==> src/hw/rtl/npc_pkg.sv <==
// Shared types, constants and character helpers for the natural path compare block.
package npc_pkg;

   localparam int MAX_LEN = 256;
   localparam int LEN_W   = $clog2(MAX_LEN + 1);
   localparam int ADDR_W  = $clog2(MAX_LEN);
   localparam int CP_W    = 21;
   localparam int CSR_W   = 2;

   typedef enum logic [1:0] {
      OP_APPEND_FIRST  = 2'd0,
      OP_APPEND_SECOND = 2'd1,
      OP_COMPARE       = 2'd2
   } opcode_type;

   localparam logic [CSR_W-1:0] CSR_PATH_MODE     = 2'd0;
   localparam logic [CSR_W-1:0] CSR_FOLDERS_FIRST = 2'd1;
   localparam logic [CSR_W-1:0] CSR_DESCENDING    = 2'd2;

   typedef logic signed [1:0] ord_type;
   localparam ord_type ORD_LT = 2'sb11;
   localparam ord_type ORD_EQ = 2'sb00;
   localparam ord_type ORD_GT = 2'sb01;

   localparam logic [7:0] CH_ZERO   = 8'h30;
   localparam logic [7:0] CH_NINE   = 8'h39;
   localparam logic [7:0] CH_SLASH  = 8'h2F;
   localparam logic [7:0] CH_BSLASH = 8'h5C;

   typedef struct packed {
      opcode_type  opcode;
      logic [7:0]  byte_value;
   } req_type;

   typedef struct packed {
      logic signed [1:0] order;
      logic              overflow;
   } rsp_type;

   typedef struct packed {
      logic path_mode;
      logic folders_first;
      logic descending;
   } cfg_type;

   function automatic logic is_dig(input logic [7:0] c);
      return (c >= CH_ZERO) && (c <= CH_NINE);
   endfunction

   function automatic logic is_sep(input logic [7:0] c);
      return (c == CH_SLASH) || (c == CH_BSLASH);
   endfunction

   function automatic logic is_cont(input logic [7:0] c);
      return c[7:6] == 2'b10;
   endfunction

   // number of continuation bytes announced by a lead byte
   function automatic logic [1:0] utf_extra(input logic [7:0] c);
      logic [1:0] e;
      if (c >= 8'hF0)      e = 2'd3;
      else if (c >= 8'hE0) e = 2'd2;
      else if (c >= 8'hC0) e = 2'd1;
      else                 e = 2'd0;
      return e;
   endfunction

   function automatic ord_type apply_dir(input ord_type r, input logic neg);
      return neg ? ord_type'(2'sd0 - r) : r;
   endfunction

   // case-folded sort key; separators lowest
   function automatic logic [CP_W-1:0] fold_key(input logic [CP_W-1:0] cp);
      logic [CP_W-1:0] k;
      k = cp;
      if (cp == CP_W'(8'h2F) || cp == CP_W'(8'h5C))
         k = '0;
      else if (cp >= CP_W'(8'h41) && cp <= CP_W'(8'h5A))
         k = cp + CP_W'(8'h20);
      else if (cp >= CP_W'(16'h0410) && cp <= CP_W'(16'h042F))
         k = cp + CP_W'(8'h20);
      else if (cp == CP_W'(16'h0401) || cp == CP_W'(16'h0451))
         k = CP_W'(16'h0435);
      else if (cp >= CP_W'(16'h0400) && cp <= CP_W'(16'h040F))
         k = cp + CP_W'(8'h50);
      else if (cp >= CP_W'(8'hC0) && cp <= CP_W'(8'hDE) && cp != CP_W'(8'hD7))
         k = cp + CP_W'(8'h20);
      return k;
   endfunction

endpackage

==> src/hw/rtl/npc_strbuf.sv <==
// String byte store: one write port, one read port with registered data.
module npc_strbuf (
   input  logic                       clock,
   input  logic                       wr_en,
   input  logic [npc_pkg::ADDR_W-1:0] wr_addr,
   input  logic [7:0]                 wr_data,
   input  logic [npc_pkg::ADDR_W-1:0] rd_addr,
   output logic [7:0]                 rd_data
);
   import npc_pkg::*;

   logic [7:0] mem [MAX_LEN];
   logic [7:0] rd_data_ff;

   always_ff @(posedge clock) begin
      if (wr_en) begin
         mem[wr_addr] <= wr_data;
      end
      rd_data_ff <= mem[rd_addr];
   end

   assign rd_data = rd_data_ff;

endmodule

==> config.mk <==
export PLATFORM = sky130hd
export DESIGN_NAME = npc_strbuf
export DESIGN_NICKNAME = d
export VERILOG_FILES = /design/src/hw/rtl/npc_pkg.sv /design/src/hw/rtl/npc_strbuf.sv
export SDC_FILE = /design/constraint.sdc
export NUM_CORES = 2
export LEC_CHECK = 0
export BUFFER_PORTS_ARGS = -buffer_cell sky130_fd_sc_hd__buf_2
export CAP_MARGIN = 10
export CORE_AREA = 2 2 384 386
export CTS_BUF_LIST = sky130_fd_sc_hd__clkbuf_8
export DETAILED_ROUTE_END_ITERATION = 10
export DIE_AREA = 0 0 386 388
export HOLD_SLACK_MARGIN = 0.08
export PLACE_DENSITY = 0.7
export REMOVE_ABC_BUFFERS = 1
export SLEW_MARGIN = 20
export SYNTH_ARGS = -nofsm -noshare
export SYNTH_HDL_FRONTEND = slang
export SYNTH_SLANG_ARGS = --single-unit
==> constraint.sdc <==
create_clock -name clock -period 5.51 [get_ports clock]
set_clock_uncertainty 0.05 [all_clocks]
set_input_delay 1.653 -clock clock [delete_from_list [all_inputs] [get_ports clock]]
set_output_delay 1.653 -clock clock [all_outputs]
set_load 0.01 [all_outputs]
======== Word level (Yosys, flattened, before mapping) ========
Memory sizes are Yosys's and may differ from the RTL's. A register that Yosys moved wholly into a read port is not among the register bits.
Index checks and enable logic that the tools add are counted.
storage, ports and cells
  RAM bits ................................ 2048
  flip-flop bits (word level) ............. 0
  input bits .............................. 26
  word-level logic and storage cells ...... 3
  memories ................................ 1
memories
  memory  depth  width  read ports  clocked after Yosys merged registers in  write ports  line              text
  mem     256    8      1           1                                        1            npc_strbuf.sv:12  logic [7:0] mem [MAX_LEN];
operators by class
  mux-type cells .......................... 2
operators with widths
  kind              count
  2-to-1 mux 1 bit  2

======== Logic depth before layout (Yosys ltp) ========
  depth in word-level cells ............... 2
  depth in mapped cells ................... 11
  depth with buffers taken out ............ 6

======== Least setup slack after synthesis ========
Ideal clock, no wire load.
  path type ............................... input to register
  from .................................... input rd_addr[0] (netlist bit)
  to ...................................... register rd_data_ff[2], in the netlist rd_data[2], read port of mem
  arrival ................................. 3.460 ns
  path slack .............................. 1.869 ns
  cell stages on the path ................. 9
  path through ............................ buf_6 -> buf_12 -> buf_8 -> buf_2 -> mux4_2 -> a22oi_1 -> a21oi_1 -> nor4_1 -> nor4_2
RTL lines
  what             line              text
  start, declared  npc_strbuf.sv:7   input logic [npc_pkg::ADDR_W-1:0] rd_addr,
  end, declared    npc_strbuf.sv:13  logic [7:0] rd_data_ff;

==> impl_results.html <==
<table>
<tr><th>Metric</th><th>Value</th></tr>
<tr><th colspan="2">CTS</th></tr>
<tr><td>TritonCTS clock tree</td><td>built</td></tr>
<tr><td>CTS Buffer Depth</td><td>4</td></tr>
<tr><td>Setup bufs post-CTS</td><td>0</td></tr>
<tr><td>CTS clk-pin slew, worst paths</td><td>60 ps</td></tr>
<tr><td>Resize count post-CTS</td><td>0</td></tr>
<tr><td>Cts-stage hold buffer count</td><td>0</td></tr>
<tr><td># H-tree levels</td><td>5</td></tr>
<tr><td>Number of sinks handled by clock tree synthesis</td><td>2056</td></tr>
<tr><td>Clock root buffer master</td><td>clkbuf_8</td></tr>
<tr><td>Worst skew pair latency</td><td>1060 ps</td></tr>
<tr><td>Clock buffer count from CTS</td><td>333</td></tr>
<tr><th colspan="2">Route</th></tr>
<tr><td>Total Routed Length</td><td>195 mm</td></tr>
<tr><td>Routed via count divided by cell count</td><td>6.46</td></tr>
<tr><td>Antenna viol nets, final</td><td>0</td></tr>
<tr><td>TritonRoute pass-1 iters</td><td>7</td></tr>
<tr><td>Residual DRC count</td><td>0</td></tr>
<tr><td>Routed length per placed instance</td><td>31.5 µm</td></tr>
<tr><td>Via count</td><td>39972</td></tr>
<tr><td>Violation count after the first detailed-route iteration</td><td>5292</td></tr>
<tr><th colspan="2">Synthesis</th></tr>
<tr><td>Share of flip-flops with an asynchronous set or reset</td><td>0%</td></tr>
<tr><td>Number of standard cells after synthesis</td><td>3733</td></tr>
<tr><td>Seq cells post-synth</td><td>2056</td></tr>
<tr><td>Sequential area share after synthesis</td><td>77.5%</td></tr>
<tr><td>Most used flip-flop cell after synthesis</td><td>edfxtp_1</td></tr>
<tr><td>Number of warnings reported in the yosys synthesis log</td><td>0</td></tr>
<tr><td>Post-synth design cell area</td><td>0.0796 mm²</td></tr>
<tr><td>Synth top area cells</td><td>edfxtp_1 77%, mux4_2 13%, mux2i_1 1.7%</td></tr>
<tr><td>Count of flip-flops with a built-in enable after synthesis</td><td>2048</td></tr>
<tr><td>Mean area per synthesized cell</td><td>21.3 µm²</td></tr>
<tr><td>Biggest area consumer among synthesized cells</td><td>edfxtp_1</td></tr>
<tr><td>Library cells used by synthesis</td><td>55</td></tr>
<tr><td>Share of the synthesized area in the top cell type</td><td>77.3%</td></tr>
<tr><th colspan="2">Timing</th></tr>
<tr><td>Setup total negative slack</td><td>0 ps</td></tr>
<tr><td>Fmax</td><td>0.254 GHz</td></tr>
<tr><td>Hold Vio Cnt, Final</td><td>0</td></tr>
<tr><td>Actual slew at the worst max-slew pin</td><td>1180 ps</td></tr>
<tr><td>Final setup violation count</td><td>0</td></tr>
<tr><td>Minimum hold slack</td><td>885 ps</td></tr>
<tr><td>Final period util</td><td>71.5%</td></tr>
<tr><td>Total count of max-transition violations in the final report</td><td>0</td></tr>
<tr><td>RSZ-0062 raised after global routing</td><td>false</td></tr>
<tr><td>Min Tclk post-route</td><td>3940 ps</td></tr>
<tr><td>Remaining max-slew budget at the tightest pin</td><td>21.5%</td></tr>
<tr><th colspan="2">Global route</th></tr>
<tr><td>Initial antenna violation count</td><td>14</td></tr>
<tr><td>Tot GR Track Use</td><td>26.2%</td></tr>
<tr><td>Wire length of the first global-routing pass</td><td>280 mm</td></tr>
<tr><td>GRT Residual Overflow</td><td>0</td></tr>
<tr><td>Largest net degree at the start of global routing</td><td>150</td></tr>
<tr><td>Vias in the first global route</td><td>40246</td></tr>
<tr><th colspan="2">Place</th></tr>
<tr><td>Dpl cells</td><td>5626</td></tr>
<tr><td>RePlAce Congestion</td><td>0.847</td></tr>
<tr><td>HPWL Detailed</td><td>117 mm</td></tr>
<tr><td>Number of buffer cells added on primary ports</td><td>33</td></tr>
<tr><th colspan="2">Setup path</th></tr>
<tr><td>Cell chain of the critical path</td><td>buf_2 &gt; buf_4 &gt; nand2_1 &gt; o22ai_1 &gt; nor3_1 &gt; nor4_1 &gt; buf_4 &gt; nor4_1</td></tr>
<tr><td>Sum of buffers and inverters on the critical path</td><td>3</td></tr>
<tr><td>Dominant delay contributor by cell family on the critical path</td><td>simple AND/OR/NAND/NOR gates</td></tr>
<tr><td>Slowest-stage cell, CP</td><td>nor4_1</td></tr>
<tr><td>Crit path max fanout</td><td>16</td></tr>
<tr><td>Worst endpoint data arrival time</td><td>4790 ps</td></tr>
<tr><td>Worst reg-to-reg path cell count</td><td>6</td></tr>
<tr><td>Worst reg2reg startpoint</td><td>mem[67][1]</td></tr>
<tr><td>Worst Path Required</td><td>6360 ps</td></tr>
<tr><td>Critical Path Start Type</td><td>primary input</td></tr>
<tr><td>Critical R2R Capture</td><td>rd_data[1]</td></tr>
<tr><td>Critical Path Max Stage Delay</td><td>840 ps</td></tr>
<tr><td>Classification of the worst setup path</td><td>primary input to register</td></tr>
<tr><td>Kind of end point of the critical path</td><td>register</td></tr>
<tr><td>Slack of the worst reg-to-reg path</td><td>2700 ps</td></tr>
<tr><th colspan="2">Pwr</th></tr>
<tr><td>Power per standard cell area</td><td>347 mW/mm²</td></tr>
<tr><td>Peak supply drop</td><td>0.197 mV</td></tr>
<tr><td>Leak Pwr</td><td>27.8 nW</td></tr>
<tr><td>Power after layout</td><td>30.6 mW</td></tr>
<tr><th colspan="2">Floorplanning</th></tr>
<tr><td>Initial cell density of the core</td><td>54.8%</td></tr>
<tr><td>Ports placed on the boundary</td><td>34</td></tr>
<tr><td>Die outline height</td><td>388 µm</td></tr>
<tr><td>Total die area</td><td>0.150 mm²</td></tr>
<tr><td>Die width</td><td>386 µm</td></tr>
<tr><td>Row Count</td><td>140</td></tr>
<tr><td>Floorplan core area</td><td>0.145 mm²</td></tr>
<tr><th colspan="2">Cells and area</th></tr>
<tr><td>Top library cells by usage in the layout, fill and taps aside</td><td>2048 x edfxtp_1, 454 x mux4_2, 345 x clkbuf_8</td></tr>
<tr><td>Final nets</td><td>4072</td></tr>
<tr><td>Post-Layout Cell Count</td><td>6187</td></tr>
<tr><td>Layout overhead on the synthesized area</td><td>11.0%</td></tr>
<tr><td>Layout cells sized above 1</td><td>25.1%</td></tr>
<tr><td>Most common library cell in the layout ignoring fill and taps</td><td>edfxtp_1</td></tr>
<tr><td>Post-layout util</td><td>60.8%</td></tr>
<tr><th colspan="2">Worst hold path</th></tr>
<tr><td>Worst hold stages</td><td>6</td></tr>
<tr><td>HP Start</td><td>mem[32][5]</td></tr>
<tr><td>Hold/Removal Path Class</td><td>register to register</td></tr>
<tr><td>Hold path endpoint</td><td>rd_data[5]</td></tr>
<tr><th colspan="2">Job</th></tr>
<tr><td>Max cap viols</td><td>0</td></tr>
<tr><th colspan="2">Outcome</th></tr>
<tr><td>Status</td><td>finished clean</td></tr>
</table>
==> per-layer routing <==
layer  global-route usage [%]  routed length, µm
met1                     37.6              76200
met2                     40.1              92600
met3                     6.58              21000
met4                     7.82               4790
met5                        0                 13
==> worst max-delay path by stage <==
stage | start | to | slack (ps) | cells past startpoint
6_report | rd_addr[4] | rd_data[1] | 1570 | 8
3_3_place_gp | rd_addr[0] | rd_data[1] | 520 | 8
3_5_place_dp | rd_addr[0] | rd_data[1] | 560 | 8
4_1_cts | rd_addr[0] | rd_data[1] | 1660 | 8
2_1_floorplan | rd_addr[2] | rd_data[6] | 1400 | 6
5_1_grt | rd_addr[0] | rd_data[0] | 1580 | 11
==> cells in the mapped netlist (4+ instances only) <==
master	number
o22ai_1	28
buf_4	27
o21ai_0	10
a221oi_1	13
o22a_1	5
o211ai_1	10
clkbuf_1	111
buf_2	31
dfxtp_1	8
or2_2	4
nor2_1	282
o221ai_1	46
nand3_1	34
nor2b_1	31
o32ai_1	4
a22oi_1	133
nor4_1	24
and2_1	6
a22o_1	8
a21oi_1	96
buf_6	21
nand4_1	10
a211oi_1	16
buf_1	22
mux4_2	454
mux2i_1	134
nand2b_1	8
nor3_1	22
buf_8	13
nand2_1	33
edfxtp_1	2048
buf_12	8
==> logic make-up (layout without fill, tap and decap cells) <==
| kind of cell | after synthesis | in the layout | share of synthesized area [%] |
|---|---|---|---|
| and+or+nand+nor | 466 | 466 | 2.63 |
| DFF | 2056 | 2056 | 77.5 |
| AOI/OAI and AO/OA | 385 | 385 | 3.42 |
| other | 0 | 5 | 0 |
| buffers and inverters | 235 | 767 | 1.83 |
| muxes | 591 | 591 | 14.6 |
==> power breakdown <==
| group | switching, mW | internal [mW] | total (mW) |
|---|---|---|---|
| logic | 1.03 | 0.547 | 1.57 |
| clock network | 5.74 | 6.05 | 11.8 |
| registers | 0.0331 | 17.2 | 17.3 |
==> flip-flops by register name, summed over array words and instances (netlist names) <==
register and flops:
rd_data 8, mem 2048
==> final cells by class <==
| type | instances | area [µm²] |
|---|---|---|
| clock buffers | 339 | 4670 |
| fillers | 9981 | 56900 |
| multi-input cells | 1442 | 16500 |
| diodes | 5 | 12.5 |
| flip-flops and latches | 2056 | 61700 |
| well taps | 1917 | 2400 |
| inverters | 2 | 7.51 |
| repair buffers | 211 | 1960 |
| clock inverters | 215 | 1100 |
==> through the flow <==
stage          cell area, µm²  worst slack, ps
6_report                88300             1570
5_1_grt                 88300             1580
4_1_cts                 88200             1660
3_5_place_dp            82500              562
3_3_place_gp            82500              519
2_1_floorplan           78100             1400
==> worst reg2reg max path, delay by kind of cell (launching register included) <==
kind / cells / cell delay (ps)
buffers and inverters: 1 / 250
DFF: 1 / 370
muxes: 2 / 990
and+or+nand+nor: 3 / 1010
No activity file was read; power rests on OpenSTA's default activity.
