File: src/hw/rtl/npc_pkg.sv
// Shared types, constants and character helpers for the natural path compare block.
package npc_pkg;

   localparam int MAX_LEN = 256;
   localparam int LEN_W   = $clog2(MAX_LEN + 1);
   localparam int ADDR_W  = $clog2(MAX_LEN);
   localparam int CP_W    = 21;
   localparam int CSR_W   = 2;

   typedef enum logic [1:0] {
      OP_APPEND_FIRST  = 2'd0,
      OP_APPEND_SECOND = 2'd1,
      OP_COMPARE       = 2'd2
   } opcode_type;

   localparam logic [CSR_W-1:0] CSR_PATH_MODE     = 2'd0;
   localparam logic [CSR_W-1:0] CSR_FOLDERS_FIRST = 2'd1;
   localparam logic [CSR_W-1:0] CSR_DESCENDING    = 2'd2;

   typedef logic signed [1:0] ord_type;
   localparam ord_type ORD_LT = 2'sb11;
   localparam ord_type ORD_EQ = 2'sb00;
   localparam ord_type ORD_GT = 2'sb01;

   localparam logic [7:0] CH_ZERO   = 8'h30;
   localparam logic [7:0] CH_NINE   = 8'h39;
   localparam logic [7:0] CH_SLASH  = 8'h2F;
   localparam logic [7:0] CH_BSLASH = 8'h5C;

   typedef struct packed {
      opcode_type  opcode;
      logic [7:0]  byte_value;
   } req_type;

   typedef struct packed {
      logic signed [1:0] order;
      logic              overflow;
   } rsp_type;

   typedef struct packed {
      logic path_mode;
      logic folders_first;
      logic descending;
   } cfg_type;

   function automatic logic is_dig(input logic [7:0] c);
      return (c >= CH_ZERO) && (c <= CH_NINE);
   endfunction

   function automatic logic is_sep(input logic [7:0] c);
      return (c == CH_SLASH) || (c == CH_BSLASH);
   endfunction

   function automatic logic is_cont(input logic [7:0] c);
      return c[7:6] == 2'b10;
   endfunction

   // number of continuation bytes announced by a lead byte
   function automatic logic [1:0] utf_extra(input logic [7:0] c);
      logic [1:0] e;
      if (c >= 8'hF0)      e = 2'd3;
      else if (c >= 8'hE0) e = 2'd2;
      else if (c >= 8'hC0) e = 2'd1;
      else                 e = 2'd0;
      return e;
   endfunction

   function automatic ord_type apply_dir(input ord_type r, input logic neg);
      return neg ? ord_type'(2'sd0 - r) : r;
   endfunction

   // case-folded sort key; separators lowest
   function automatic logic [CP_W-1:0] fold_key(input logic [CP_W-1:0] cp);
      logic [CP_W-1:0] k;
      k = cp;
      if (cp == CP_W'(8'h2F) || cp == CP_W'(8'h5C))
         k = '0;
      else if (cp >= CP_W'(8'h41) && cp <= CP_W'(8'h5A))
         k = cp + CP_W'(8'h20);
      else if (cp >= CP_W'(16'h0410) && cp <= CP_W'(16'h042F))
         k = cp + CP_W'(8'h20);
      else if (cp == CP_W'(16'h0401) || cp == CP_W'(16'h0451))
         k = CP_W'(16'h0435);
      else if (cp >= CP_W'(16'h0400) && cp <= CP_W'(16'h040F))
         k = cp + CP_W'(8'h50);
      else if (cp >= CP_W'(8'hC0) && cp <= CP_W'(8'hDE) && cp != CP_W'(8'hD7))
         k = cp + CP_W'(8'h20);
      return k;
   endfunction

endpackage

File: src/hw/rtl/npc_seq.sv
// Compare sequencer: walks both string stores one byte per side per cycle.
module npc_seq (
   input  logic                       clock,
   input  logic                       reset,
   input  logic                       go,
   input  npc_pkg::cfg_type           cfg,
   input  logic [npc_pkg::LEN_W-1:0]  len_a,
   input  logic [npc_pkg::LEN_W-1:0]  len_b,
   input  logic [7:0]                 rd_a,
   input  logic [7:0]                 rd_b,
   output logic [npc_pkg::ADDR_W-1:0] addr_a,
   output logic [npc_pkg::ADDR_W-1:0] addr_b,
   output logic                       busy,
   output logic                       done,
   output npc_pkg::ord_type           order
);
   import npc_pkg::*;

   typedef enum logic [3:0] {
      S_IDLE, S_SEP, S_PFX, S_BO1, S_BO2, S_LOOP, S_ZS, S_DW,
      S_DEC0, S_DEC1, S_RAW, S_FIN
   } state_type;

   state_type       state_ff, state_in;
   logic [LEN_W-1:0] pa_ff, pa_in, pb_ff, pb_in;
   logic [LEN_W-1:0] sta_ff, sta_in, stb_ff, stb_in;
   logic [LEN_W-1:0] ena_ff, ena_in, enb_ff, enb_in;
   logic            dna_ff, dna_in, dnb_ff, dnb_in;
   logic            za_ff, za_in, zb_ff, zb_in;
   ord_type         diff_ff, diff_in, res_ff, res_in;
   logic [1:0]      rem_a_ff, rem_a_in, rem_b_ff, rem_b_in;
   logic [CP_W-1:0] cpa_ff, cpa_in, cpb_ff, cpb_in;

   logic            nat_end;
   ord_type         nat_r;
   logic            a_rng, b_rng, dig_a, dig_b, go_a, go_b, fin_a, fin_b, cont_now;
   logic [1:0]      ext_a, ext_b;
   logic [CP_W-1:0] key_a, key_b;
   logic            dir_neg;

   always_comb begin
      state_in = state_ff;
      pa_in    = pa_ff;
      pb_in    = pb_ff;
      sta_in   = sta_ff;
      stb_in   = stb_ff;
      ena_in   = ena_ff;
      enb_in   = enb_ff;
      dna_in   = dna_ff;
      dnb_in   = dnb_ff;
      za_in    = za_ff;
      zb_in    = zb_ff;
      diff_in  = diff_ff;
      res_in   = res_ff;
      rem_a_in = rem_a_ff;
      rem_b_in = rem_b_ff;
      cpa_in   = cpa_ff;
      cpb_in   = cpb_ff;
      nat_end  = 1'b0;
      nat_r    = ORD_EQ;
      dir_neg  = cfg.path_mode && cfg.descending;
      a_rng    = pa_ff < ena_ff;
      b_rng    = pb_ff < enb_ff;
      dig_a    = is_dig(rd_a);
      dig_b    = is_dig(rd_b);
      go_a     = 1'b0;
      go_b     = 1'b0;
      fin_a    = 1'b0;
      fin_b    = 1'b0;
      cont_now = 1'b0;
      ext_a    = utf_extra(rd_a);
      ext_b    = utf_extra(rd_b);
      key_a    = fold_key(cpa_ff);
      key_b    = fold_key(cpb_ff);

      unique case (state_ff)
         S_IDLE: begin
            if (go) begin
               pa_in    = '0;
               pb_in    = '0;
               sta_in   = '0;
               stb_in   = '0;
               ena_in   = len_a;
               enb_in   = len_b;
               state_in = cfg.path_mode ? S_SEP : S_PFX;
            end
         end
         S_SEP: begin
            // a side that hit its separator or end stays put
            go_a = (pa_ff < len_a) && !is_sep(rd_a);
            go_b = (pb_ff < len_b) && !is_sep(rd_b);
            if (go_a) pa_in = pa_ff + 1'b1;
            if (go_b) pb_in = pb_ff + 1'b1;
            if (!go_a && !go_b) begin
               ena_in = pa_ff;
               enb_in = pb_ff;
               if ((pa_ff == len_a) != (pb_ff == len_b)) begin
                  res_in   = ((pa_ff == len_a) == cfg.folders_first) ? ORD_GT : ORD_LT;
                  state_in = S_FIN;
               end else begin
                  pa_in    = sta_ff;
                  pb_in    = stb_ff;
                  state_in = S_PFX;
               end
            end
         end
         S_PFX: begin
            if (a_rng && b_rng && rd_a == rd_b) begin
               pa_in = pa_ff + 1'b1;
               pb_in = pb_ff + 1'b1;
            end else begin
               state_in = (pa_ff > sta_ff) ? S_BO1 : S_LOOP;
            end
         end
         S_BO1: begin
            // back off out of a multibyte char or a digit run
            cont_now = (a_rng && is_cont(rd_a)) || (b_rng && is_cont(rd_b));
            if (cont_now) begin
               pa_in    = pa_ff - 1'b1;
               pb_in    = pb_ff - 1'b1;
               state_in = (pa_ff > sta_ff + 1'b1) ? S_BO1 : S_LOOP;
            end else begin
               pb_in    = pb_ff - 1'b1;
               state_in = S_BO2;
            end
         end
         S_BO2: begin
            // rd_b holds the shared byte just before the split point
            if (dig_b) begin
               pa_in    = pa_ff - 1'b1;
               state_in = (pa_ff > sta_ff + 1'b1) ? S_BO1 : S_LOOP;
            end else begin
               pb_in    = pb_ff + 1'b1;
               state_in = S_LOOP;
            end
         end
         S_LOOP: begin
            if (!(a_rng && b_rng)) begin
               nat_end = 1'b1;
               nat_r   = a_rng ? ORD_GT : (b_rng ? ORD_LT : ORD_EQ);
            end else if (dig_a && dig_b) begin
               dna_in   = 1'b0;
               dnb_in   = 1'b0;
               za_in    = 1'b0;
               zb_in    = 1'b0;
               state_in = S_ZS;
            end else begin
               state_in = S_DEC0;
            end
         end
         S_ZS: begin
            // strip leading zeros, keeping the last one of an all-zero run
            fin_a = dna_ff || !(a_rng && rd_a == CH_ZERO);
            fin_b = dnb_ff || !(b_rng && rd_b == CH_ZERO);
            if (!dna_ff) begin
               if (!fin_a) begin
                  pa_in = pa_ff + 1'b1;
                  za_in = 1'b1;
               end else begin
                  if (za_ff && !(a_rng && dig_a)) pa_in = pa_ff - 1'b1;
                  dna_in = 1'b1;
               end
            end
            if (!dnb_ff) begin
               if (!fin_b) begin
                  pb_in = pb_ff + 1'b1;
                  zb_in = 1'b1;
               end else begin
                  if (zb_ff && !(b_rng && dig_b)) pb_in = pb_ff - 1'b1;
                  dnb_in = 1'b1;
               end
            end
            if (fin_a && fin_b) begin
               diff_in  = ORD_EQ;
               state_in = S_DW;
            end
         end
         S_DW: begin
            go_a = a_rng && dig_a;
            go_b = b_rng && dig_b;
            if (go_a && go_b) begin
               if (diff_ff == ORD_EQ && rd_a != rd_b) diff_in = (rd_a < rd_b) ? ORD_LT : ORD_GT;
               pa_in = pa_ff + 1'b1;
               pb_in = pb_ff + 1'b1;
            end else if (go_a) begin
               nat_end = 1'b1;
               nat_r   = ORD_GT;
            end else if (go_b) begin
               nat_end = 1'b1;
               nat_r   = ORD_LT;
            end else if (diff_ff != ORD_EQ) begin
               nat_end = 1'b1;
               nat_r   = diff_ff;
            end else begin
               state_in = S_LOOP;
            end
         end
         S_DEC0: begin
            if (({1'b0, pa_ff} + (LEN_W+1)'(ext_a)) >= {1'b0, ena_ff}) ext_a = 2'd0;
            if (({1'b0, pb_ff} + (LEN_W+1)'(ext_b)) >= {1'b0, enb_ff}) ext_b = 2'd0;
            cpa_in   = CP_W'((ext_a == 2'd0) ? rd_a : (rd_a & (8'h3F >> ext_a)));
            cpb_in   = CP_W'((ext_b == 2'd0) ? rd_b : (rd_b & (8'h3F >> ext_b)));
            rem_a_in = ext_a;
            rem_b_in = ext_b;
            pa_in    = pa_ff + 1'b1;
            pb_in    = pb_ff + 1'b1;
            state_in = S_DEC1;
         end
         S_DEC1: begin
            if (rem_a_ff != 2'd0) begin
               cpa_in   = {cpa_ff[CP_W-7:0], rd_a[5:0]};
               rem_a_in = rem_a_ff - 1'b1;
               pa_in    = pa_ff + 1'b1;
            end
            if (rem_b_ff != 2'd0) begin
               cpb_in   = {cpb_ff[CP_W-7:0], rd_b[5:0]};
               rem_b_in = rem_b_ff - 1'b1;
               pb_in    = pb_ff + 1'b1;
            end
            if (rem_a_ff == 2'd0 && rem_b_ff == 2'd0) begin
               if (key_a != key_b) begin
                  nat_end = 1'b1;
                  nat_r   = (key_a < key_b) ? ORD_LT : ORD_GT;
               end else begin
                  state_in = S_LOOP;
               end
            end
         end
         S_RAW: begin
            if ((pa_ff < len_a) && (pb_ff < len_b)) begin
               if (rd_a != rd_b) begin
                  res_in   = apply_dir((rd_a < rd_b) ? ORD_LT : ORD_GT, dir_neg);
                  state_in = S_FIN;
               end else begin
                  pa_in = pa_ff + 1'b1;
                  pb_in = pb_ff + 1'b1;
               end
            end else begin
               res_in   = apply_dir((len_a == len_b) ? ORD_EQ :
                                    ((len_a < len_b) ? ORD_LT : ORD_GT), dir_neg);
               state_in = S_FIN;
            end
         end
         S_FIN: begin
            state_in = S_IDLE;
         end
         default: begin
            state_in = S_IDLE;
         end
      endcase

      // end of one natural compare: decide, go to next level, or fall to raw bytes
      if (nat_end) begin
         if (nat_r != ORD_EQ) begin
            res_in   = apply_dir(nat_r, dir_neg);
            state_in = S_FIN;
         end else if (!cfg.path_mode || ena_ff == len_a) begin
            pa_in    = '0;
            pb_in    = '0;
            state_in = S_RAW;
         end else begin
            pa_in    = ena_ff + 1'b1;
            pb_in    = enb_ff + 1'b1;
            sta_in   = ena_ff + 1'b1;
            stb_in   = enb_ff + 1'b1;
            state_in = S_SEP;
         end
      end
   end

   always_ff @(posedge clock) begin
      if (reset) begin
         state_ff <= S_IDLE;
         res_ff   <= ORD_EQ;
      end else begin
         state_ff <= state_in;
         res_ff   <= res_in;
      end
      pa_ff    <= pa_in;
      pb_ff    <= pb_in;
      sta_ff   <= sta_in;
      stb_ff   <= stb_in;
      ena_ff   <= ena_in;
      enb_ff   <= enb_in;
      dna_ff   <= dna_in;
      dnb_ff   <= dnb_in;
      za_ff    <= za_in;
      zb_ff    <= zb_in;
      diff_ff  <= diff_in;
      rem_a_ff <= rem_a_in;
      rem_b_ff <= rem_b_in;
      cpa_ff   <= cpa_in;
      cpb_ff   <= cpb_in;
   end

   // read address follows the next pointer so read data matches the pointer
   assign addr_a = pa_in[ADDR_W-1:0];
   assign addr_b = pb_in[ADDR_W-1:0];
   assign busy   = state_ff != S_IDLE;
   assign done   = state_ff == S_FIN;
   assign order  = res_ff;

endmodule

File: config.mk
export PLATFORM = sky130hd
export DESIGN_NAME = npc_seq
export DESIGN_NICKNAME = d
export VERILOG_FILES = /design/src/hw/rtl/npc_pkg.sv /design/src/hw/rtl/npc_seq.sv
export SDC_FILE = /design/constraint.sdc
export NUM_CORES = 1
export LEC_CHECK = 0
export ABC_AREA = 0
export BUFFER_PORTS_ARGS = -buffer_cell sky130_fd_sc_hd__buf_2
export CELL_PAD_IN_SITES_DETAIL_PLACEMENT = 2
export CELL_PAD_IN_SITES_GLOBAL_PLACEMENT = 2
export CORE_ASPECT_RATIO = 0.75
export CORE_UTILIZATION = 42
export CTS_CLUSTER_DIAMETER = 50
export DETAILED_ROUTE_END_ITERATION = 12
export HOLD_SLACK_MARGIN = 0.03
export PLACE_DENSITY_LB_ADDON = 0.1
export SYNTH_ARGS = -nofsm -noshare
export SYNTH_HDL_FRONTEND = slang
export SYNTH_SLANG_ARGS = --single-unit
export TNS_END_PERCENT = 50
File: constraint.sdc
create_clock -name clock -period 10.3 [get_ports clock]
set_input_delay 1.03 -clock clock [delete_from_list [all_inputs] [get_ports clock]]
set_output_delay 1.03 -clock clock [all_outputs]
set_load 0.005 [all_outputs]
; ---- Word-level counts from Yosys, hierarchy flattened
; Index checks and enable logic that the tools add are counted.
[word_totals]
register_bits = 112
output_inout_bits = 20
[classes]
eq_ne = 63
mux = 158
bitwise = 2
magnitude_cmp = 37
n_addsub = 18
shifts = 2
n_reduce_logical = 74
[ops]
columns = op, n
row1 = 9-bit 2-to-1 mux, 47
row2 = 21-bit 2-to-1 mux, 16
row3 = 9-bit one-hot mux with 10 select lines, 2
row4 = 21-bit by 11-bit == test with 1-bit output (second input constant), 4
row5 = 21-bit by 11-bit greater-or-equal comparator with 1-bit output (second input constant), 4
row6 = 21-bit by 11-bit <= comparator with 1-bit output (second input constant), 4
row7 = 21-bit one-hot mux with 2 select lines, 2
row8 = 2-bit 2-to-1 mux, 37
row9 = 4-bit 2-to-1 mux, 18
row10 = 8-bit greater-or-equal comparator (second input constant), 6
row11 = 9-bit by 1-bit adder with 9-bit output (second input constant), 5
row12 = 9-bit < comparator, 5
row13 = 4-bit one-hot mux with 11 select lines, 1
row14 = 21-bit by 6-bit adder with 21-bit output (second input constant), 2
row15 = 21-bit by 7-bit adder with 21-bit output (second input constant), 2
row16 = 8-bit by 21-bit AND with 21-bit output, 2
row17 = 21-bit by 6-bit == test with 1-bit output (second input constant), 2
row18 = 21-bit by 7-bit == test with 1-bit output (second input constant), 2
row19 = 21-bit by 7-bit greater-or-equal comparator with 1-bit output (second input constant), 2
row20 = 21-bit by 8-bit greater-or-equal comparator with 1-bit output (second input constant), 2
row21 = 21-bit by 7-bit <= comparator with 1-bit output (second input constant), 2
row22 = 21-bit by 8-bit <= comparator with 1-bit output (second input constant), 2
row23 = 21-bit by 8-bit != test with 1-bit output (second input constant), 2
row24 = 6-bit by 2-bit >> shifter with 21-bit output (first input constant), 2
row25 = 45 further kinds, 181

; ---- Depth between registers and ports, before layout
[depth]
depth_word = 18
mapped_depth = 25

; ---- Least setup slack after synthesis
; OpenSTA, ideal clock, no wires.
[synth_path]
path_type = reg2out
startpoint = register cpa_ff[6]
endpoint = output addr_a[2] in the netlist's numbering
t_required_ps = 9270
setup_slack_ps = 4605
arrival_ps = 4665
path_buffers = 3
stages_incl_launch_ff = 24
path_cell_list = edfxtp_1 -> clkbuf_1 -> inv_1 -> ha_1 -> nor3b_1 -> or4_1 -> o31a_1 -> and2_1 -> a21oi_1 -> nor2_1 -> ha_1 -> a21o_1 -> a21o_1 -> a21o_1 -> a21o_1 -> a21oi_1 -> o211ai_1 -> and2_1 -> ha_1 -> inv_1 -> a21oi_2 -> buf_2 -> o41a_1 -> buf_4
[synth_between]
elab_chain_len = 17
elab_cells_between_ends = 40
cone_classes = add/sub (2) / order compare (9) / eq/ne (6) / mux (15) / reduce/logical (8)
[synth_rtl]
columns = element, line_no
row1 = from (decl), npc_seq.sv:32  ; logic [CP_W-1:0] cpa_ff, cpa_in, cpb_ff, cpb_in;
row2 = from (signal assigned), npc_seq.sv:292  ; cpa_ff <= cpa_in;
row3 = 21-bit by 8-bit greater-or-equal comparator with 1-bit output or 21-bit by 8-bit <= comparator with 1-bit output (tied branches), npc_pkg.sv:86  ; else if (cp >= CP_W'(8'hC0) && cp <= CP_W'(8'hDE) && cp != CP_W'(8'hD7))
row4 = 1-bit logical AND (2 in series), npc_pkg.sv:86
row5 = 21-bit 2-to-1 mux, npc_pkg.sv:86
row6 = 21-bit 2-to-1 mux, npc_pkg.sv:84  ; else if (cp >= CP_W'(16'h0400) && cp <= CP_W'(16'h040F))
row7 = 21-bit 2-to-1 mux, npc_pkg.sv:82  ; else if (cp == CP_W'(16'h0401) || cp == CP_W'(16'h0451))
row8 = 21-bit 2-to-1 mux, npc_pkg.sv:80  ; else if (cp >= CP_W'(16'h0410) && cp <= CP_W'(16'h042F))
row9 = 21-bit 2-to-1 mux, npc_pkg.sv:78  ; else if (cp >= CP_W'(8'h41) && cp <= CP_W'(8'h5A))
row10 = 21-bit 2-to-1 mux *, npc_pkg.sv:76  ; if (cp == CP_W'(8'h2F) || cp == CP_W'(8'h5C))
row11 = 21-bit < comparator, npc_seq.sv:223  ; nat_r = (key_a < key_b) ? ORD_LT : ORD_GT;
row12 = 2-bit 2-to-1 mux, npc_seq.sv:223
row13 = 2-bit 2-to-1 mux, npc_seq.sv:221  ; if (key_a != key_b) begin
row14 = 2-bit 2-to-1 mux, npc_seq.sv:220  ; if (rem_a_ff == 2'd0 && rem_b_ff == 2'd0) begin
row15 = 2-bit one-hot mux with 3 select lines, npc_seq.sv:76  ; unique case (state_ff)
row16 = 2-bit nonzero test, npc_seq.sv:254  ; if (nat_r != ORD_EQ) begin
row17 = 9-bit 2-to-1 mux, npc_seq.sv:254
row18 = 9-bit 2-to-1 mux *, npc_seq.sv:253  ; if (nat_end) begin
row19 = to (decl), npc_seq.sv:11  ; output logic [npc_pkg::ADDR_W-1:0] addr_a,
; Every way passes the cells marked *; elsewhere a longest branch is shown, timed or not.

; ---- Worst setup path after layout
[layout_path]
startpoint = register cpb_ff[5]
endpoint = output addr_a[7] in the netlist's numbering
[layout_between]
elab_chain_len = 17
elab_cells_between_ends = 40
cone_classes = add/sub (2) / order compare (9) / eq/ne (6) / mux (15) / reduce/logical (8)
[layout_rtl]
columns = element, line_no
row1 = from (decl), npc_seq.sv:32
row2 = from (signal assigned), npc_seq.sv:293  ; cpb_ff <= cpb_in;
row3 = 21-bit by 8-bit greater-or-equal comparator with 1-bit output or 21-bit by 8-bit <= comparator with 1-bit output (tied branches), npc_pkg.sv:86
row4 = 1-bit logical AND (2 in series), npc_pkg.sv:86
row5 = 21-bit 2-to-1 mux, npc_pkg.sv:86
row6 = 21-bit 2-to-1 mux, npc_pkg.sv:84
row7 = 21-bit 2-to-1 mux, npc_pkg.sv:82
row8 = 21-bit 2-to-1 mux, npc_pkg.sv:80
row9 = 21-bit 2-to-1 mux, npc_pkg.sv:78
row10 = 21-bit 2-to-1 mux *, npc_pkg.sv:76
row11 = 21-bit < comparator, npc_seq.sv:223
row12 = 2-bit 2-to-1 mux, npc_seq.sv:223
row13 = 2-bit 2-to-1 mux, npc_seq.sv:221
row14 = 2-bit 2-to-1 mux, npc_seq.sv:220
row15 = 2-bit one-hot mux with 3 select lines, npc_seq.sv:76
row16 = 2-bit nonzero test, npc_seq.sv:254
row17 = 9-bit 2-to-1 mux, npc_seq.sv:254
row18 = 9-bit 2-to-1 mux *, npc_seq.sv:253
; Marks and branches as above.

==> impl_metrics.toml <==
[outcome]
outcome = "completed"

[detailed_routing]
wl_mm = 56.31
wire_per_inst_um = 28.95
antenna_left = 0
first_iter_violations = 1234
dr.pass1.iters = 6
dr_total_vias = 13040
drt-vias-per-instance = 6.703
drc = 0

[die]
num_rows = 54
fp.dieH_um = 151.0
die-area_mm2 = 0.03030
die_x_um = 200.7
coreArea_mm2 = 0.02912
io_pins = 60
start_util = 0.4269

[pwr]
ir_drop_mv = 0.1518
power.leakage_nw = 5.343
p_per_area_mw_per_mm2 = 240.5

[yosys]
synth_common_cells = "ha_1, nor2_1, inv_1"
syn_area_mm2 = 0.01243
yosys_warnings = 0
synth_enable_flop_cells = 70
synth_top_area_cell = "edfxtp_1"
synth_seq_area_share = 0.2367
ys_ff_latch = 112
syn_avg_cell_area_um2 = 8.067
async_flop_share = 0
synth_most_common_cell = "ha_1"
yosys-top-cells-area = "edfxtp_1, ha_1, dfxtp_1, xnor2_1, o21ai_0"
syn_nets = 1724
netlist.area_leader.share = 0.1691
ys_types = 101
syn_inst = 1541
synthFlopType = "edfxtp_1"

[critical_path]
rr_worst_depth = 21
critPathKind = "reg2out"
setup.worst_path.end_class = "output port"
worst_ep_required_time_ns = 9.27
arrival_ns = 6.50
worstPathMaxFanout = 11
crit_path_start_kind = "flop"

[grt]
grt_pass1_vias = 13410
grt_max_degree = 53
antenna_found_initial = 2
grt_pass1_wl_mm = 84.10
grtUsageTotal = 0.3682
grt_overflow_total = 0

[placement]
io_buffers = 59
dp_cells = 1931
placed_area_mm2 = 0.01306
dp_hpwl_mm = 44.36
finalWeightedCongestion = 0.9462

[sta]
final_max_slew_viol_count = 0
hold_violations = 0
slew_headroom = 0.1667
rsz0062_at_grt = "false"
holdWs_ns = 0.4667
setup_viol = 0
clock_skew_ns = 0.01633
finalCritPeriodShare = 0.7313
worstMarginPinSlew_ns = 1.246
fmax_ghz = 0.1328
tns_ns = 0
period_needed_ns = 7.532

[clock_tree]
clock-root-buffer = "clkbuf_16"
clkTransAtPathRegs_ns = 0.08
numClockSinks = 112
cts_tree = "built"
ctsHoldBuffers = 0
ctsResizeCount = 0
cts_buffers = 9
clockBufferDepth = 2
postCtsSetupBuffers = 0
htreeDepth = 3
worstSkewPairLatency_ns = 0.38

[finish]
final_cells = 1945
multi_input_area_mm2 = 0.008647
synthToLayoutAreaGrowth_pct = 7.518
nNetsFinal = 1733
drive_gt1_frac = 0.1037
seqCellArea_mm2 = 0.002943
final_util = 0.4590
fill_cells = 3346
diodes = 0
final_cell_area_mm2 = 0.01337

[min_path]
hp-class = "reg2reg"
whs_path_depth = 1

[run]
max_cap_violations = 0
## critical path, stage by stage, from the launching register on
cell and delay [ns]:
edfxtp_1 0.52, inv_1 0.24, ha_1 0.21, and3_1 0.18
o2111ai_1 0.11, a32o_1 0.23, a32oi_1 0.63, o21ai_0 0.21
a21oi_1 0.16, o21ai_0 0.17, ha_1 0.34, and4_1 0.19
nand3_1 0.12, nor4_1 0.37, nor2_1 0.17, a221oi_1 0.44
ha_1 0.34, inv_1 0.15, a21oi_2 0.48, buf_4 0.32
a221oi_1 0.07, a32oi_1 0.31, buf_2 0.17
## state kept, by name, indices dropped and copies added, names as in the netlist
| register | cells |
|---|---|
| stb_ff | 9 |
| order | 2 |
| cpa_ff | 21 |
| ena_ff | 9 |
| dna_ff | 1 |
| dnb_ff | 1 |
| diff_ff | 2 |
| sta_ff | 9 |
| rem_a_ff | 2 |
| pa_ff | 9 |
| zb_ff | 1 |
| za_ff | 1 |
| rem_b_ff | 2 |
| enb_ff | 9 |
| pb_ff | 9 |
| cpb_ff | 21 |
| state_ff | 4 |
## cell usage in the layout, fill, tap and decap left out, drive strengths merged, types with 7 or more instances in the layout
cell,count
nand3,69
dfxtp,42
and2,22
inv,115
o21ai,99
nor3,53
a21oi,74
nor4,27
a211oi,19
and3,16
o32ai,8
a221oi,14
xor2,13
clkbuf,11
o31ai,17
or3,15
ha,141
o31a,8
a21o,21
o211ai,17
a22oi,8
o21a,15
o221ai,9
xnor2,58
mux2i,12
or2,9
a2111oi,9
buf,93
nand2b,14
a41oi,8
edfxtp,70
a2bb2oi,7
nor2b,23
a31oi,18
a22o,8
nand4,26
nand2,113
nor2,119
o22ai,21
## kinds of logic after synthesis
logic type,after synthesis,synth area share
mux,12,0.009662
buf+inv,210,0.07115
simple gates,541,0.2251
flops,112,0.2367
compound gates,452,0.2622
xor+xnor,71,0.05002
fa+ha+maj,143,0.1451
## final timing paths
path / endpoint / slack [ns] / start
setup / recovery: addr_a[7] / 2.77 / cpb_ff[5]
hold / removal: sta_ff[5] / 0.47 / sta_ff[5]
setup reg to reg: pa_ff[7] / 4.24 / cpb_ff[5]
hold reg to reg: sta_ff[5] / 0.47 / sta_ff[5]
## report_power, final
part           internal (W)  total (W)  leakage, nW  switching [W]
clock network      0.000207   0.000391        0.152       0.000183
registers          0.000585   0.000755        0.971       0.000169
logic              0.000734    0.00207         4.22        0.00134
total               0.00153    0.00322         5.34        0.00169
## per-stage QoR
stage	setup slack, ns	power (W)
3_3_place_gp	3.650	0.002649
4_1_cts	2.864	0.003168
5_1_grt	2.349	0.003384
2_1_floorplan	4.605	0.002062
3_5_place_dp	3.296	0.002767
6_report	2.768	0.003215
## layer usage
layer | vias to the layer above | GRT usage | part of all wire
met1 | 6618 | 0.5109 | 0.45
met4 | 0 | 0.09427 | 0.019
met3 | 90 | 0.07293 | 0.084
li1 | 5783 | - | -
met5 | - | 0 | 0
met2 | 547 | 0.5845 | 0.44
## final cells by class
cell class / count / area share
multi-input cells: 1219 / 0.6469
clock inverters: 3 / 0.002995
flip-flops and latches: 112 / 0.2202
clock buffers: 11 / 0.01975
repair buffers: 93 / 0.04119
well taps: 392 / 0.03669
inverters: 115 / 0.03229
No activity file was read; power rests on OpenSTA's default activity.
